--- src/hw/rtl/bog_pkg.sv ---
// Shared types, codes and defaults for the badge occupancy gate.
package bog_pkg;

    localparam int NUM_SLOTS_DEF = 16;
    localparam int NUM_LEDS_DEF  = 7;
    localparam int CAP_W         = 5;
    localparam int LED_SAT       = 7;
    localparam logic [CAP_W-1:0] CAP_RESET = 5'd9;
    localparam logic [CAP_W-1:0] OCC_MAX   = 5'd31;

    typedef enum logic {
        OP_SCAN = 1'b0,
        OP_LOAD = 1'b1
    } bog_op_t;

    typedef enum logic [2:0] {
        ST_LOADED  = 3'd0,
        ST_UNKNOWN = 3'd1,
        ST_ENTRY   = 3'd2,
        ST_FULL    = 3'd3,
        ST_EXIT    = 3'd4
    } bog_status_t;

    typedef struct packed {
        bog_op_t     op;
        logic [31:0] badge_uid;
        logic [3:0]  slot;
        logic        slot_active;
    } bog_req_t;

    typedef struct packed {
        bog_status_t status;
        logic [3:0]  matched_slot;
        logic [15:0] badge_scans;
        logic [4:0]  occupancy;
        logic [15:0] entry_total;
        logic [15:0] exit_total;
        logic [2:0]  lit_leds;
    } bog_res_t;

    typedef enum logic [2:0] {
        S_IDLE,
        S_START,
        S_SWEEP,
        S_RESOLVE,
        S_DIV_INIT,
        S_DIV_RUN,
        S_OUT
    } bog_state_t;

    typedef struct packed {
        logic accept;
        logic load_wr;
        logic sweep_start;
        logic sweep_run;
        logic match_latch;
        logic commit;
        logic div_init;
        logic div_step;
        logic out_load;
    } bog_cmd_t;

    typedef struct packed {
        logic is_load;
        logic sweep_done;
        logic div_done;
        logic out_free;
    } bog_sts_t;

endpackage

--- src/hw/rtl/bog_ctrl.sv ---
// Sequencer for the badge gate: request intake, table sweep, update, bargraph, result.
module bog_ctrl (
    input  logic              clk,
    input  logic              rst_n,
    input  logic              in_valid,
    output logic              in_ready,
    input  bog_pkg::bog_sts_t sts,
    output bog_pkg::bog_cmd_t cmd
);

    bog_pkg::bog_state_t state_reg;
    bog_pkg::bog_state_t state_next;

    always_ff @(posedge clk or negedge rst_n)
    begin
        if (!rst_n)
        begin
            state_reg <= bog_pkg::S_IDLE;
        end
        else
        begin
            state_reg <= state_next;
        end
    end

    always_comb
    begin
        state_next = state_reg;
        cmd        = '0;
        in_ready   = 1'b0;
        unique case (state_reg)
            bog_pkg::S_IDLE:
            begin
                in_ready = 1'b1;
                if (in_valid)
                begin
                    cmd.accept = 1'b1;
                    state_next = bog_pkg::S_START;
                end
            end
            bog_pkg::S_START:
            begin
                if (sts.is_load)
                begin
                    cmd.load_wr = 1'b1;
                    state_next  = bog_pkg::S_DIV_INIT;
                end
                else
                begin
                    cmd.sweep_start = 1'b1;
                    state_next      = bog_pkg::S_SWEEP;
                end
            end
            bog_pkg::S_SWEEP:
            begin
                cmd.sweep_run = 1'b1;
                if (sts.sweep_done)
                begin
                    cmd.match_latch = 1'b1;
                    state_next      = bog_pkg::S_RESOLVE;
                end
            end
            bog_pkg::S_RESOLVE:
            begin
                cmd.commit = 1'b1;
                state_next = bog_pkg::S_DIV_INIT;
            end
            bog_pkg::S_DIV_INIT:
            begin
                cmd.div_init = 1'b1;
                state_next   = bog_pkg::S_DIV_RUN;
            end
            bog_pkg::S_DIV_RUN:
            begin
                cmd.div_step = 1'b1;
                if (sts.div_done)
                begin
                    state_next = bog_pkg::S_OUT;
                end
            end
            bog_pkg::S_OUT:
            begin
                if (sts.out_free)
                begin
                    cmd.out_load = 1'b1;
                    state_next   = bog_pkg::S_IDLE;
                end
            end
            default:
            begin
                state_next = bog_pkg::S_IDLE;
            end
        endcase
    end

endmodule

--- src/hw/rtl/bog_datapath.sv ---
// Badge table, presence and counters, bargraph divider and result register.
module bog_datapath #(
    parameter int NUM_SLOTS = bog_pkg::NUM_SLOTS_DEF,
    parameter int NUM_LEDS  = bog_pkg::NUM_LEDS_DEF
) (
    input  logic                        clk,
    input  logic                        rst_n,
    input  bog_pkg::bog_req_t           in_req,
    input  logic                        cfg_we,
    input  logic [bog_pkg::CAP_W-1:0]   cfg_wdata,
    input  bog_pkg::bog_cmd_t           cmd,
    output bog_pkg::bog_sts_t           sts,
    output logic                        out_valid,
    input  logic                        out_ready,
    output bog_pkg::bog_res_t           out_res
);

    localparam int IDX_W = (NUM_SLOTS > 1) ? $clog2(NUM_SLOTS) : 1;
    localparam int OCC_W = $clog2(NUM_SLOTS + 1);
    localparam int LED_W = $clog2(NUM_LEDS + 1);
    localparam int NUM_W = bog_pkg::CAP_W + LED_W;
    localparam int LIM   = (NUM_LEDS < bog_pkg::LED_SAT) ? NUM_LEDS : bog_pkg::LED_SAT;
    localparam logic [IDX_W-1:0] LAST_IDX = IDX_W'(NUM_SLOTS - 1);

    logic [31:0]              ids_mem [NUM_SLOTS];
    logic [15:0]              scan_mem [NUM_SLOTS];

    bog_pkg::bog_req_t        req_reg;
    logic [bog_pkg::CAP_W-1:0] cap_reg;
    logic [NUM_SLOTS-1:0]     enabled_reg;
    logic [NUM_SLOTS-1:0]     present_reg;
    logic [OCC_W-1:0]         occ_reg;
    logic [15:0]              entry_reg;
    logic [15:0]              exit_reg;

    logic [IDX_W-1:0]         rd_idx_reg;
    logic [IDX_W-1:0]         cmp_idx_reg;
    logic                     cmp_vld_reg;
    logic [31:0]              id_rd_reg;
    logic                     found_reg;
    logic [IDX_W-1:0]         match_reg;
    logic [15:0]              scan_rd_reg;

    bog_pkg::bog_status_t     status_reg;
    logic [3:0]               mslot_reg;
    logic [15:0]              scans_reg;

    logic [NUM_W-1:0]         rem_reg;
    logic [2:0]               q_reg;

    bog_pkg::bog_res_t        out_res_reg;
    logic                     out_valid_reg;

    logic                     slot_ok;
    logic [IDX_W-1:0]         slot_idx;
    logic                     hit_now;
    logic                     last_now;
    logic [bog_pkg::CAP_W-1:0] occ_sat;
    bog_pkg::bog_status_t     outcome;
    logic [15:0]              scans_inc;
    logic                     moves;
    logic                     scan_we;
    logic [IDX_W-1:0]         scan_waddr;
    logic [15:0]              scan_wdata;
    logic [NUM_W-1:0]         cap_eff;
    logic [NUM_W-1:0]         num;
    logic                     div_done;

    assign slot_ok  = 32'(req_reg.slot) < NUM_SLOTS;
    assign slot_idx = IDX_W'(req_reg.slot);
    assign hit_now  = cmp_vld_reg && enabled_reg[cmp_idx_reg]
                      && (id_rd_reg == req_reg.badge_uid);
    assign last_now = cmp_vld_reg && (cmp_idx_reg == LAST_IDX);
    assign occ_sat  = (32'(occ_reg) > 32'(bog_pkg::OCC_MAX)) ? bog_pkg::OCC_MAX
                                                              : bog_pkg::CAP_W'(occ_reg);
    assign scans_inc = scan_rd_reg + 16'd1;

    always_comb
    begin
        if (!found_reg)
        begin
            outcome = bog_pkg::ST_UNKNOWN;
        end
        else if (present_reg[match_reg])
        begin
            outcome = bog_pkg::ST_EXIT;
        end
        else if (occ_sat >= cap_reg)
        begin
            outcome = bog_pkg::ST_FULL;
        end
        else
        begin
            outcome = bog_pkg::ST_ENTRY;
        end
    end

    assign moves = (outcome == bog_pkg::ST_ENTRY) || (outcome == bog_pkg::ST_EXIT);

    always_comb
    begin
        scan_we    = 1'b0;
        scan_waddr = match_reg;
        scan_wdata = scans_inc;
        if (cmd.load_wr)
        begin
            scan_we    = slot_ok;
            scan_waddr = slot_idx;
            scan_wdata = 16'd0;
        end
        else if (cmd.commit)
        begin
            scan_we = moves;
        end
    end

    assign cap_eff  = (cap_reg == '0) ? NUM_W'(1) : NUM_W'(cap_reg);
    assign num      = NUM_W'(occ_sat) * NUM_W'(NUM_LEDS);
    assign div_done = (q_reg == 3'(LIM)) || (rem_reg < cap_eff);

    // table memories
    always_ff @(posedge clk)
    begin
        if (cmd.load_wr && slot_ok)
        begin
            ids_mem[slot_idx] <= req_reg.badge_uid;
        end
        if (scan_we)
        begin
            scan_mem[scan_waddr] <= scan_wdata;
        end
        if (cmd.sweep_run)
        begin
            id_rd_reg <= ids_mem[rd_idx_reg];
        end
        if (cmd.match_latch)
        begin
            scan_rd_reg <= scan_mem[cmp_idx_reg];
        end
    end

    // payload registers
    always_ff @(posedge clk)
    begin
        if (cmd.accept)
        begin
            req_reg <= in_req;
        end
        if (cmd.sweep_start)
        begin
            rd_idx_reg <= '0;
        end
        else if (cmd.sweep_run)
        begin
            cmp_idx_reg <= rd_idx_reg;
            if (rd_idx_reg != LAST_IDX)
            begin
                rd_idx_reg <= rd_idx_reg + IDX_W'(1);
            end
        end
        if (cmd.match_latch)
        begin
            found_reg <= hit_now;
            match_reg <= cmp_idx_reg;
        end
        if (cmd.load_wr)
        begin
            status_reg <= bog_pkg::ST_LOADED;
            mslot_reg  <= 4'd0;
            scans_reg  <= 16'd0;
        end
        else if (cmd.commit)
        begin
            status_reg <= outcome;
            mslot_reg  <= found_reg ? 4'(match_reg) : 4'd0;
            scans_reg  <= !found_reg ? 16'd0 : (moves ? scans_inc : scan_rd_reg);
        end
        if (cmd.div_init)
        begin
            rem_reg <= num;
            q_reg   <= 3'd0;
        end
        else if (cmd.div_step && !div_done)
        begin
            rem_reg <= rem_reg - cap_eff;
            q_reg   <= q_reg + 3'd1;
        end
        if (cmd.out_load)
        begin
            out_res_reg.status       <= status_reg;
            out_res_reg.matched_slot <= mslot_reg;
            out_res_reg.badge_scans  <= scans_reg;
            out_res_reg.occupancy    <= occ_sat;
            out_res_reg.entry_total  <= entry_reg;
            out_res_reg.exit_total   <= exit_reg;
            out_res_reg.lit_leds     <= q_reg;
        end
    end

    // control state
    always_ff @(posedge clk or negedge rst_n)
    begin
        if (!rst_n)
        begin
            cap_reg       <= bog_pkg::CAP_RESET;
            enabled_reg   <= '0;
            present_reg   <= '0;
            occ_reg       <= '0;
            entry_reg     <= '0;
            exit_reg      <= '0;
            cmp_vld_reg   <= 1'b0;
            out_valid_reg <= 1'b0;
        end
        else
        begin
            if (cfg_we)
            begin
                cap_reg <= cfg_wdata;
            end
            if (cmd.sweep_start)
            begin
                cmp_vld_reg <= 1'b0;
            end
            else if (cmd.sweep_run)
            begin
                cmp_vld_reg <= 1'b1;
            end
            if (cmd.load_wr && slot_ok)
            begin
                enabled_reg[slot_idx] <= req_reg.slot_active;
                present_reg[slot_idx] <= 1'b0;
                if (present_reg[slot_idx])
                begin
                    occ_reg <= occ_reg - OCC_W'(1);
                end
            end
            else if (cmd.commit)
            begin
                if (outcome == bog_pkg::ST_ENTRY)
                begin
                    present_reg[match_reg] <= 1'b1;
                    occ_reg                <= occ_reg + OCC_W'(1);
                    entry_reg              <= entry_reg + 16'd1;
                end
                else if (outcome == bog_pkg::ST_EXIT)
                begin
                    present_reg[match_reg] <= 1'b0;
                    occ_reg                <= occ_reg - OCC_W'(1);
                    exit_reg               <= exit_reg + 16'd1;
                end
            end
            if (cmd.out_load)
            begin
                out_valid_reg <= 1'b1;
            end
            else if (out_ready)
            begin
                out_valid_reg <= 1'b0;
            end
        end
    end

    assign sts.is_load    = (req_reg.op == bog_pkg::OP_LOAD);
    assign sts.sweep_done = hit_now || last_now;
    assign sts.div_done   = div_done;
    assign sts.out_free   = !out_valid_reg || out_ready;

    assign out_valid = out_valid_reg;
    assign out_res   = out_res_reg;

endmodule

--- src/hw/rtl/badge_occupancy_gate_top.sv ---
// Top level of the badge occupancy gate: sequencer plus datapath.
//
// One request is handled at a time. A load writes the table and then runs
// the bargraph divider; a scan first runs the table sweep, which reads one
// UID per cycle from the ID memory and stops at the first active match,
// then the update and the bargraph divider, which subtracts the capacity
// once per cycle for up to min(NUM_LEDS,7) steps. Either then waits in
// S_OUT while a previous result still waits in the result register.
// The result register lets the next request be accepted while a result
// waits. The user writes room_capacity (reset 9) via cfg_we/cfg_wdata
// only while the block is idle; the block does not enforce this. A capacity of zero denies every entry.
module badge_occupancy_gate_top #(
    parameter int NUM_SLOTS = bog_pkg::NUM_SLOTS_DEF,
    parameter int NUM_LEDS  = bog_pkg::NUM_LEDS_DEF
) (
    input  logic                      clk,
    input  logic                      rst_n,
    input  logic                      in_valid,
    output logic                      in_ready,
    input  bog_pkg::bog_req_t         in_req,
    output logic                      out_valid,
    input  logic                      out_ready,
    output bog_pkg::bog_res_t         out_res,
    input  logic                      cfg_we,
    input  logic [bog_pkg::CAP_W-1:0] cfg_wdata
);

    bog_pkg::bog_cmd_t cmd;
    bog_pkg::bog_sts_t sts;

    bog_ctrl u_ctrl (
        .clk      (clk),
        .rst_n    (rst_n),
        .in_valid (in_valid),
        .in_ready (in_ready),
        .sts      (sts),
        .cmd      (cmd)
    );

    bog_datapath #(
        .NUM_SLOTS (NUM_SLOTS),
        .NUM_LEDS  (NUM_LEDS)
    ) u_datapath (
        .clk       (clk),
        .rst_n     (rst_n),
        .in_req    (in_req),
        .cfg_we    (cfg_we),
        .cfg_wdata (cfg_wdata),
        .cmd       (cmd),
        .sts       (sts),
        .out_valid (out_valid),
        .out_ready (out_ready),
        .out_res   (out_res)
    );

endmodule
--- config.mk ---
export PLATFORM = sky130hd
export DESIGN_NAME = badge_occupancy_gate_top
export DESIGN_NICKNAME = d
export VERILOG_FILES = /design/src/hw/rtl/bog_pkg.sv /design/src/hw/rtl/bog_ctrl.sv /design/src/hw/rtl/bog_datapath.sv /design/src/hw/rtl/badge_occupancy_gate_top.sv
export SDC_FILE = /design/constraint.sdc
export NUM_CORES = 1
export LEC_CHECK = 0
export CORE_MARGIN = 5
export CORE_UTILIZATION = 50
export DETAILED_ROUTE_END_ITERATION = 8
export DONT_BUFFER_PORTS = 1
export PLACE_DENSITY = 0.74
export SYNTH_ARGS = -nofsm -noshare
export SYNTH_HDL_FRONTEND = slang
export SYNTH_SLANG_ARGS = --single-unit
--- constraint.sdc ---
create_clock -name clk -period 4.15 [get_ports clk]
set_input_delay 0.415 -clock clk [delete_from_list [all_inputs] [get_ports clk]]
set_output_delay 0.415 -clock clk [all_outputs]
set_load 0.01 [all_outputs]
; ---- Yosys cells after proc, flatten, opt, wreduce, memory -nomap -nowiden
; Memory sizes are Yosys's and may differ from the RTL's. A register that Yosys moved wholly into a read port is not among the register bits.
; Cells that the tools add are included.
[op_classes]
n_bitwise = 8
eq_ne = 17
n_mul = 1
n_lt_le_gt_ge = 7
n_reduce_logical = 26
n_addsub = 8
mux = 60
[op_table]
columns = op, n
row1 = $mux 16, 7
row2 = $add 16x1->16 const B, 3
row3 = $and 16x16->16, 2
row4 = $eq 32x32->1, 1
row5 = $not 16->16, 2
row6 = $mux 5, 6
row7 = $mux 1, 27
row8 = $mux 3, 7
row9 = $pmux 3 s7, 1
row10 = $bwmux 16, 1
row11 = $mux 8, 2
row12 = $or 16x16->16, 1
row13 = $eq 3x3->1 const B, 5
row14 = $lt 4x5->1 const B, 3
row15 = $bmux 1 s4, 3
row16 = $eq 3x2->1 const B, 3
row17 = $demux 1 s4, 2
row18 = $ge 4x1->1 const B, 2
row19 = $lt 8x8->1, 1
row20 = $mul 5x3->8 const B, 1
row21 = $mux 4, 2
row22 = $reduce_and 4->1, 2
row23 = $reduce_bool 2->1, 4
row24 = $sub 8x8->8, 1
row25 = 20 further kinds, 38
[word_totals]
mem_bits_rw = 768
in_bits = 48
out_inout_bits = 65
word_cells = 158
register_bits = 227
n_memories = 2
[memory_table]
columns = name, depth, width, read_ports, rd_ports_with_merged_regs, write_ports, line
row1 = u_datapath.ids_mem, 16, 32, 1, 1, 1, bog_datapath.sv:25  ; logic [31:0] ids_mem [NUM_SLOTS];
row2 = u_datapath.scan_mem, 16, 16, 1, 1, 1, bog_datapath.sv:26  ; logic [15:0] scan_mem [NUM_SLOTS];

; ---- Logic depth before layout (Yosys ltp)
; Gate-level depths: netlist (run 1).
[logic_depth]
ltp_word = 10
depth_mapped = 11
ltp_nobuf = 11

; ---- Cells and area by module
; Synthesis (run 1) repeated with hierarchy kept, for this count alone.
[unflattened]
cells_unflattened = 2037
area_unflattened_um2 = 41068.1
[by_module_without_submodules]
columns = module, n_inst, area_each_um2, cells_per_inst, seq_area_each_um2
row1 = bog_datapath, 1, 40805.4, 2008, 30551.8
row2 = bog_ctrl, 1, 262.8, 29, 75.1

; ---- Least setup slack after synthesis (run 1)
; Ideal clock, no wire load.
[synth_path]
path_type = register to register
startpoint = reg u_ctrl.state_reg[0]
endpoint = mem u_datapath.scan_mem[3][0] (enable)
period_less_slack_ps = 4259
slack_ps = -109
arrival_ps = 3887
setup_ps = 372
path_buffers = 1
stages_incl_launch_ff = 7
required_time_ps = 3778
path_cell_list = dfrtp_1 nor2b_1 and3b_1 clkbuf_1 nand3_1 nor3_1 a21o_1
[synth_via]
elab_chain_cells = 6
elab_cells_between_ends = 9
cone_classes = 2 x eq/ne / 7 x mux
[synth_lines]
columns = element, line
row1 = start: declaration, bog_ctrl.sv:11  ; bog_pkg::bog_state_t state_reg;
row2 = start signal: assignment, bog_ctrl.sv:18  ; state_reg <= bog_pkg::S_IDLE;
row3 = start signal: assignment, bog_ctrl.sv:22  ; state_reg <= state_next;
row4 = $eq 3x2->1, bog_ctrl.sv:31  ; unique case (state_reg)
row5 = $mux 1, bog_ctrl.sv:31
row6 = $mux 1, bog_datapath.sv:111  ; else if (cmd.commit)
row7 = $mux 1, bog_datapath.sv:105  ; if (cmd.load_wr)
row8 = $mux 1, bog_datapath.sv:128  ; if (scan_we)
row9 = $mux 1 (not written as such), bog_datapath.sv:130  ; scan_mem[scan_waddr] <= scan_wdata;
row10 = end: declaration, bog_datapath.sv:26
; Several ways; a longest one is shown, not always the timed one.

; ---- Worst setup path after layout (run 1)
[layout_path]
startpoint = reg u_datapath.match_reg[0]
endpoint = mem u_datapath.scan_mem[12][7] (enable)
[layout_via]
elab_chain_cells = 10
elab_cells_between_ends = 12
cone_classes = 2 x eq/ne / 9 x mux / 1 x reduce/logical
[layout_lines]
columns = element, line
row1 = start: declaration, bog_datapath.sv:41  ; logic [IDX_W-1:0] match_reg;
row2 = start signal: assignment, bog_datapath.sv:164  ; match_reg <= cmp_idx_reg;
row3 = $bmux 1 s4, bog_datapath.sv:84  ; else if (present_reg[match_reg])
row4 = $mux 1 (not written as such), bog_datapath.sv:84
row5 = $mux 3, bog_datapath.sv:84
row6 = $mux 3, bog_datapath.sv:80  ; if (!found_reg)
row7 = $eq 3x2->1 or $eq 3x3->1 (tied branches), bog_datapath.sv:98  ; assign moves = (outcome == bog_pkg::ST_ENTRY) || (outcome == bog_pkg::ST_EXIT);
row8 = $logic_or 1x1->1, bog_datapath.sv:98
row9 = $mux 1, bog_datapath.sv:111
row10 = $mux 1, bog_datapath.sv:105
row11 = $mux 1, bog_datapath.sv:128
row12 = $mux 1 (not written as such), bog_datapath.sv:130
; Several ways; a longest one is shown, not always the timed one. The select of a mux whose other input is x is not followed.

==> results of run 1 <==
-- Yosys cell counts, drive strengths merged, types with 3 or more instances --
cell type	number
a211o	4
a211oi	3
a21o	6
a21oi	14
a22o	4
a31oi	11
a32o	7
and2	4
and3	7
buf	21
clkbuf	71
dfrtp	77
dfxtp	30
edfxtp	934
fa	6
ha	29
inv	47
mux2	10
mux2i	9
mux4	250
nand2	133
nand2b	7
nand3	39
nand4	13
nor2	48
nor2b	11
nor3	24
nor3b	3
nor4	18
o21ai	38
o22ai	8
o311ai	3
o31ai	4
or3	8
or4	4
xnor2	44
xor2	55
-- final cells by class --
cell class / count / area share [%]
clock buffer: 113 / 5.50
inverter: 47 / 0.382
antenna: 5 / 0.0271
multi-input combinational: 850 / 20.8
sequential: 1043 / 66.4
tap: 1060 / 2.87
clock inverter: 74 / 1.61
timing repair buffer: 109 / 2.44
-- kinds of logic (layout without fill, tap and decap cells) --
kind of cell / after synthesis / count (layout) / share of synthesized area (%)
adders and majority gates: 35 / 35 / 1.19
DFF: 1043 / 1043 / 75.2
xor gates and xnor gates: 99 / 99 / 2.13
and+or+nand+nor: 330 / 330 / 3.93
AOI/OAI and AO/OA: 117 / 117 / 1.90
muxes: 269 / 269 / 14.3
other: 0 / 5 / 0
buffers and inverters: 139 / 343 / 1.30
-- path summary, 6_finish.rpt --
check	from	to	slack, ns	depth (start not counted)
min in group asynchronous	rst_n	u_datapath.entry_reg[13]$_DFFE_PN0P_	0.31	2
min reg2reg	u_datapath.scans_reg[3]$_SDFFE_PP0P_	u_datapath.out_res[43]$_DFFE_PP_	0.41	0
max reg2reg	u_datapath.match_reg[0]$_DFFE_PP_	u_datapath.scan_mem[12][7]$_DFFE_PP_	0.53	6
max in group asynchronous	rst_n	u_datapath.cap_reg[3]$_DFFE_PN1P_	3.41	2
min	in_valid	u_ctrl.state_reg[0]$_DFFE_PN0P_	0.07	2
max	u_datapath.match_reg[0]$_DFFE_PP_	u_datapath.scan_mem[12][7]$_DFFE_PP_	0.53	6
-- cells in the final DEF (no fill, tap or decap), drive strengths merged, types with 38 or more instances in the layout --
master,Yosys,routed
buf,21,64
clkbuf,71,113
clkinv,0,58
dfrtp,77,77
dlygate4sd3,0,45
edfxtp,934,934
inv,47,49
mux4,250,250
nand2,133,133
nand3,39,39
nor2,48,48
o21ai,38,38
xnor2,44,44
xor2,55,55
-- power by group --
| part | switching (W) | internal (W) |
|---|---|---|
| sequential | 0.000866 | 0.0127 |
| combinational | 0.00265 | 0.00245 |
| clock | 0.00392 | 0.00507 |
-- routing by layer --
metal / vias up / track usage (%) / part of all wire, % / wire length [µm]
met2: 1118 / 35.4 / 50 / 46100
met4: 6 / 5.11 / 2.2 / 2000
met3: 158 / 4.01 / 8.7 / 7930
li1: 8437 / - / - / -
met1: 10629 / 29.3 / 39 / 35400
met5: - / 0 / 0.037 / 34
-- through the flow --
stage	hold WS [ns]	utilization (%)	worst slack, ns	power [W]	std cells
floorplan	0.119	-	0.513	0.0172	2032
global placement	0.123	52.5	0.764	0.0186	3063
detailed placement	0.123	52.5	0.672	0.0188	3063
CTS	0.0274	57.2	0.595	0.0278	3296
global route	0.0876	57.2	0.389	0.0288	3297
finish	0.0653	57.2	0.531	0.0276	3301
==> out/qor.csv, run 1 <==
stage;metric;value;unit
outcome;outcome;completed;
grt;initial antenna violation count;6;
sta;total negative slack;0;ns
clock_tree;Worst-path clk slew;0.06;ns
layout;multi-input logic area;9610;µm²
logic_synthesis;FF+latch count, synth;1043;
sta;Final setup viols;0;
critical_path;Worst Setup Path Type;flip-flop to flip-flop;
clock_tree;CTS tree;done;
logic_synthesis;synthesized instance count;2032;
power_and_ir_drop;peak supply drop;0.000454;V
detailed_routing;routed len/inst;27.7;µm
grt;global route overflow;0;
sta;RSZ-0062 raised after global routing;no;
critical_path;Buf/Inv on CP;0;
logic_synthesis;post-synth top area share;68.9;%
layout;register area;30600;µm²
critical_path;WP data arrival;3.87;ns
logic_synthesis;Yosys warning count;0;
clock_tree;hold_buf cts;46;
sta;Final Skew;0.0714;ns
sta;count of final max-slew check failures;0;
hold_path;worst hold path type;input port to flip-flop;
clock_tree;Max H-tree Level;3;
sta;Final Cycle Share;87.2;%
logic_synthesis;Avg Synthesized Cell Area;20.0;µm²
sta;Tmin final;3.62;ns
critical_path;Worst path slowest cell;edfxtp_1;
logic_synthesis;Synth area leaders;edfxtp_1 (69%), mux4_2 (14%), dfrtp_1 (4.7%);
critical_path;delay-heaviest family, CP;simple AND/OR/NAND/NOR gates;
clock_tree;Resize count post-CTS;0;
clock_tree;Root Buffer;clkbuf_16;
grt;All-Layer GR Usage;21.1;%
detailed_routing;Vias;20348;
critical_path;Worst setup EP type;flip-flop;
grt;vias in the first global route;20920;
layout;finished layout cell area;46200;µm²
power_and_ir_drop;P_leak;15.3;nW
detailed_routing;1st-pass router iterations;6;
grt;largest net degree at the start of global routing;86;
floorplan;width of the chip;295;µm
layout;Layout fillers;5691;
logic_synthesis;ys flop type;edfxtp_1;
grt;first-pass GRT wire length;137000;µm
sta;final-report hold violation count;0;
logic_synthesis;Syn Nets;2115;
layout;max reg flops;512;
placement;routability cong.;0.892;
placement;Detailed Place HPWL;51900;µm
placement;Port Buf Inserts;0;
layout;Area growth syn-to-layout;13.4;%
logic_synthesis;synthesized area;40700;µm²
critical_path;Cell Chain, Critical Path;mux2i_1 > a22o_1 > or3_1 > and3_1 > or4b_1 > nand2_1;
clock_tree;CTS Buf Count;99;
logic_synthesis;largest area contributor in the netlist;edfxtp_1;
sta;FMAX;276;MHz
sta;Slew HR;9.77;%
floorplan;die height;295;µm
detailed_routing;remaining antenna violation count;0;
logic_synthesis;share of the yosys chip area belonging to registers;75.2;%
sta;Worst-Margin Slew;1.35;ns
floorplan;die area;87200;µm²
logic_synthesis;ys async rst share;7.57;%
critical_path;Crit path largest cell delay;0.71;ns
detailed_routing;DRC;0;
layout;Nets;2233;
run;Max-Cap Viols;0;
critical_path;element type at the critical path start;flip-flop;
clock_tree;Skew-Pair Late Insertion Delay;0.69;ns
clock_tree;worst-case clock buffer depth;3;
power_and_ir_drop;PwrDens;599;nW/µm²
logic_synthesis;Synth cell types;63;
clock_tree;postcts setup bufs;0;
clock_tree;Sink Count;1043;
floorplan;core area;80700;µm²
layout;layout cell share with drive strength beyond 1;23.0;%
detailed_routing;Via density;6.16;
detailed_routing;final WL;91500;µm
floorplan;row count;104;
placement;dpl cell area;42400;µm²
floorplan;Initial Util;50.5;%
floorplan;IO Count;113;
detailed_routing;Detailed Route Iter0 Violations;2343;
critical_path;Critical Path RT;4.40;ns
logic_synthesis;Post-synth EDFFs;934;
critical_path;largest fanout on the critical path;16;
Note: power is estimated with default switching activity, not from simulation.
==> run 2: changes to the inputs <==
--- a/constraint.sdc
+++ b/constraint.sdc
@@ -3,2 +3,2 @@
 set_output_delay 0.415 -clock clk [all_outputs]
-set_load 0.01 [all_outputs]
+set_load 0.1 [all_outputs]
==> out/qor.csv, run 2 (synthesis gave the netlist of run 1 again) <==
stage;metric;value;unit
layout;finished layout cell area;46500;µm²
grt;largest net degree at the start of global routing;80;
sta;total negative slack;0;ns
critical_path;reg-to-reg endpoint;u_datapath.scan_mem[12][4]$_DFFE_PP_;
grt;All-Layer GR Usage;20.9;%
placement;dpl cell area;42500;µm²
placement;routability cong.;0.909;
power_and_ir_drop;peak supply drop;0.000419;V
clock_tree;Sink Count;1043;
clock_tree;CTS Buf Count;101;
grt;first-pass GRT wire length;136000;µm
layout;final std cells w/o fill;3313;
layout;most common cell after layout, fill and taps aside;edfxtp_1;
sta;worst hold slack;0.0476;ns
critical_path;reg-to-reg slack, setup;0.57;ns
sta;count of final max-slew check failures;0;
clock_tree;worst-case clock buffer depth;3;
sta;final-report hold violation count;0;
clock_tree;CTS tree;done;
detailed_routing;M1 WL;36100;µm
floorplan;width of the chip;295;µm
detailed_routing;1st-pass router iterations;6;
critical_path;CP startpoint;u_datapath.match_reg[0]$_DFFE_PP_;
sta;Worst-Margin Slew;1.29;ns
detailed_routing;Via density;6.10;
layout;Layout fillers;5650;
clock_tree;Worst-path clk slew;0.06;ns
clock_tree;Skew-Pair Late Insertion Delay;0.67;ns
sta;Slew HR;13.5;%
power_and_ir_drop;Power Total;0.0288;W
outcome;outcome;completed;
layout;max reg flops;512;
run;Max-Cap Viols;0;
detailed_routing;final WL;91000;µm
placement;dpl cells;3071;
clock_tree;Root Buffer;clkbuf_16;
detailed_routing;Vias;20197;
detailed_routing;Routed met2 length;45000;µm
floorplan;core area;80700;µm²
grt;global route overflow;0;
critical_path;Critical Path RT;4.45;ns
hold_path;worst hold path type;input port to flip-flop;
sta;Tmin final;3.58;ns
critical_path;crit path capture;u_datapath.scan_mem[12][4]$_DFFE_PP_;
placement;Port Buf Inserts;0;
floorplan;die area;87200;µm²
detailed_routing;remaining antenna violation count;0;
clock_tree;Max H-tree Level;3;
detailed_routing;DRC;0;
critical_path;Reg-to-Reg Start;u_datapath.match_reg[0]$_DFFE_PP_;
critical_path;element type at the critical path start;flip-flop;
placement;Detailed Place HPWL;53900;µm
critical_path;R2R depth;7;
layout;most frequent cells in the layout;edfxtp_1 (934), mux4_2 (250), nand2_1 (133);
critical_path;largest fanout on the critical path;16;
detailed_routing;routed len/inst;27.5;µm
grt;vias in the first global route;20915;
critical_path;Worst setup EP type;flip-flop;
power_and_ir_drop;P_leak;15.5;nW
layout;layout cell share with drive strength beyond 1;23.6;%
detailed_routing;highest metal used;met4;
layout;Area growth syn-to-layout;14.3;%
detailed_routing;met3 wire len;7900;µm
critical_path;WP data arrival;3.88;ns
grt;initial antenna violation count;2;
critical_path;Worst Setup Path Type;flip-flop to flip-flop;
sta;RSZ-0062 raised after global routing;no;
power_and_ir_drop;PwrDens;619;nW/µm²
floorplan;IO Count;113;
sta;Final Skew;0.0677;ns
sta;Final setup viols;0;
floorplan;row count;104;
floorplan;Initial Util;50.5;%
clock_tree;postcts setup bufs;0;
detailed_routing;Detailed Route Iter0 Violations;2219;
layout;Nets;2244;
sta;FMAX;279;MHz
floorplan;die height;295;µm
sta;Final Cycle Share;86.3;%
[run 2: metal layers]
layer	vias up	track usage, %
met4	0	5.39
met2	1030	34.1
met1	10535	29.7
li1	8475	-
met3	157	4.05
met5	-	0
[run 2: timing repair]
action	4_1_cts	5_1_grt
resized for setup	0	0
hold endpoints to repair	122	0
hold buffers	46	0
[run 2: how the worst min path moves through the flow]
stage / start / to / slack, ns / cells past startpoint
finish: in_valid / u_ctrl.state_reg[0]$_DFFE_PN0P_ / 0.05 / 2
floorplan: rst_n / asynchronous set/reset pin / 0.12 / 0
global route: in_valid / u_ctrl.state_reg[0]$_DFFE_PN0P_ / 0.09 / 2
detailed placement: rst_n / u_datapath.entry_reg[3]$_DFFE_PN0P_ / 0.12 / 0
CTS: in_valid / u_ctrl.state_reg[0]$_DFFE_PN0P_ / 0.01 / 2
global placement: rst_n / u_datapath.entry_reg[11]$_DFFE_PN0P_ / 0.12 / 0
[run 2: power by group]
group	leakage [nW]	total (W)	switching [W]	internal, W
clock	1.70	0.00950	0.00396	0.00555
sequential	9.77	0.0142	0.00152	0.0127
combinational	3.98	0.00509	0.00261	0.00248
[run 2: cell type report]
| class | instances | area, µm² | area share (%) |
|---|---|---|---|
| Tap cell | 1060 | 1330 | 2.85 |
| Timing Repair Buffer | 118 | 1230 | 2.65 |
| Inverter | 47 | 176 | 0.379 |
| Multi-Input combinational cell | 850 | 9620 | 20.7 |
| Antenna cell | 4 | 10.0 | 0.0215 |
| Sequential cell | 1043 | 30600 | 65.8 |
| Clock inverter | 64 | 734 | 1.58 |
| Clock buffer | 127 | 2780 | 5.98 |
[run 2: through the flow]
stage          setup slack, ns  utilization (%)
5_1_grt                  0.441             57.7
3_5_place_dp             0.679             52.7
4_1_cts                  0.625             57.6
2_1_floorplan            0.513                -
3_3_place_gp             0.832             52.7
6_report                 0.570             57.7
[run 2: critical path, cell delays in order, from the launching register on]
cell and delay, ns:
edfxtp_1 0.73, mux2i_1 0.17, a22o_1 0.30, or3_1 0.54, and3_1 0.47, or4b_1 0.62, nand2_1 0.11, buf_4 0.27
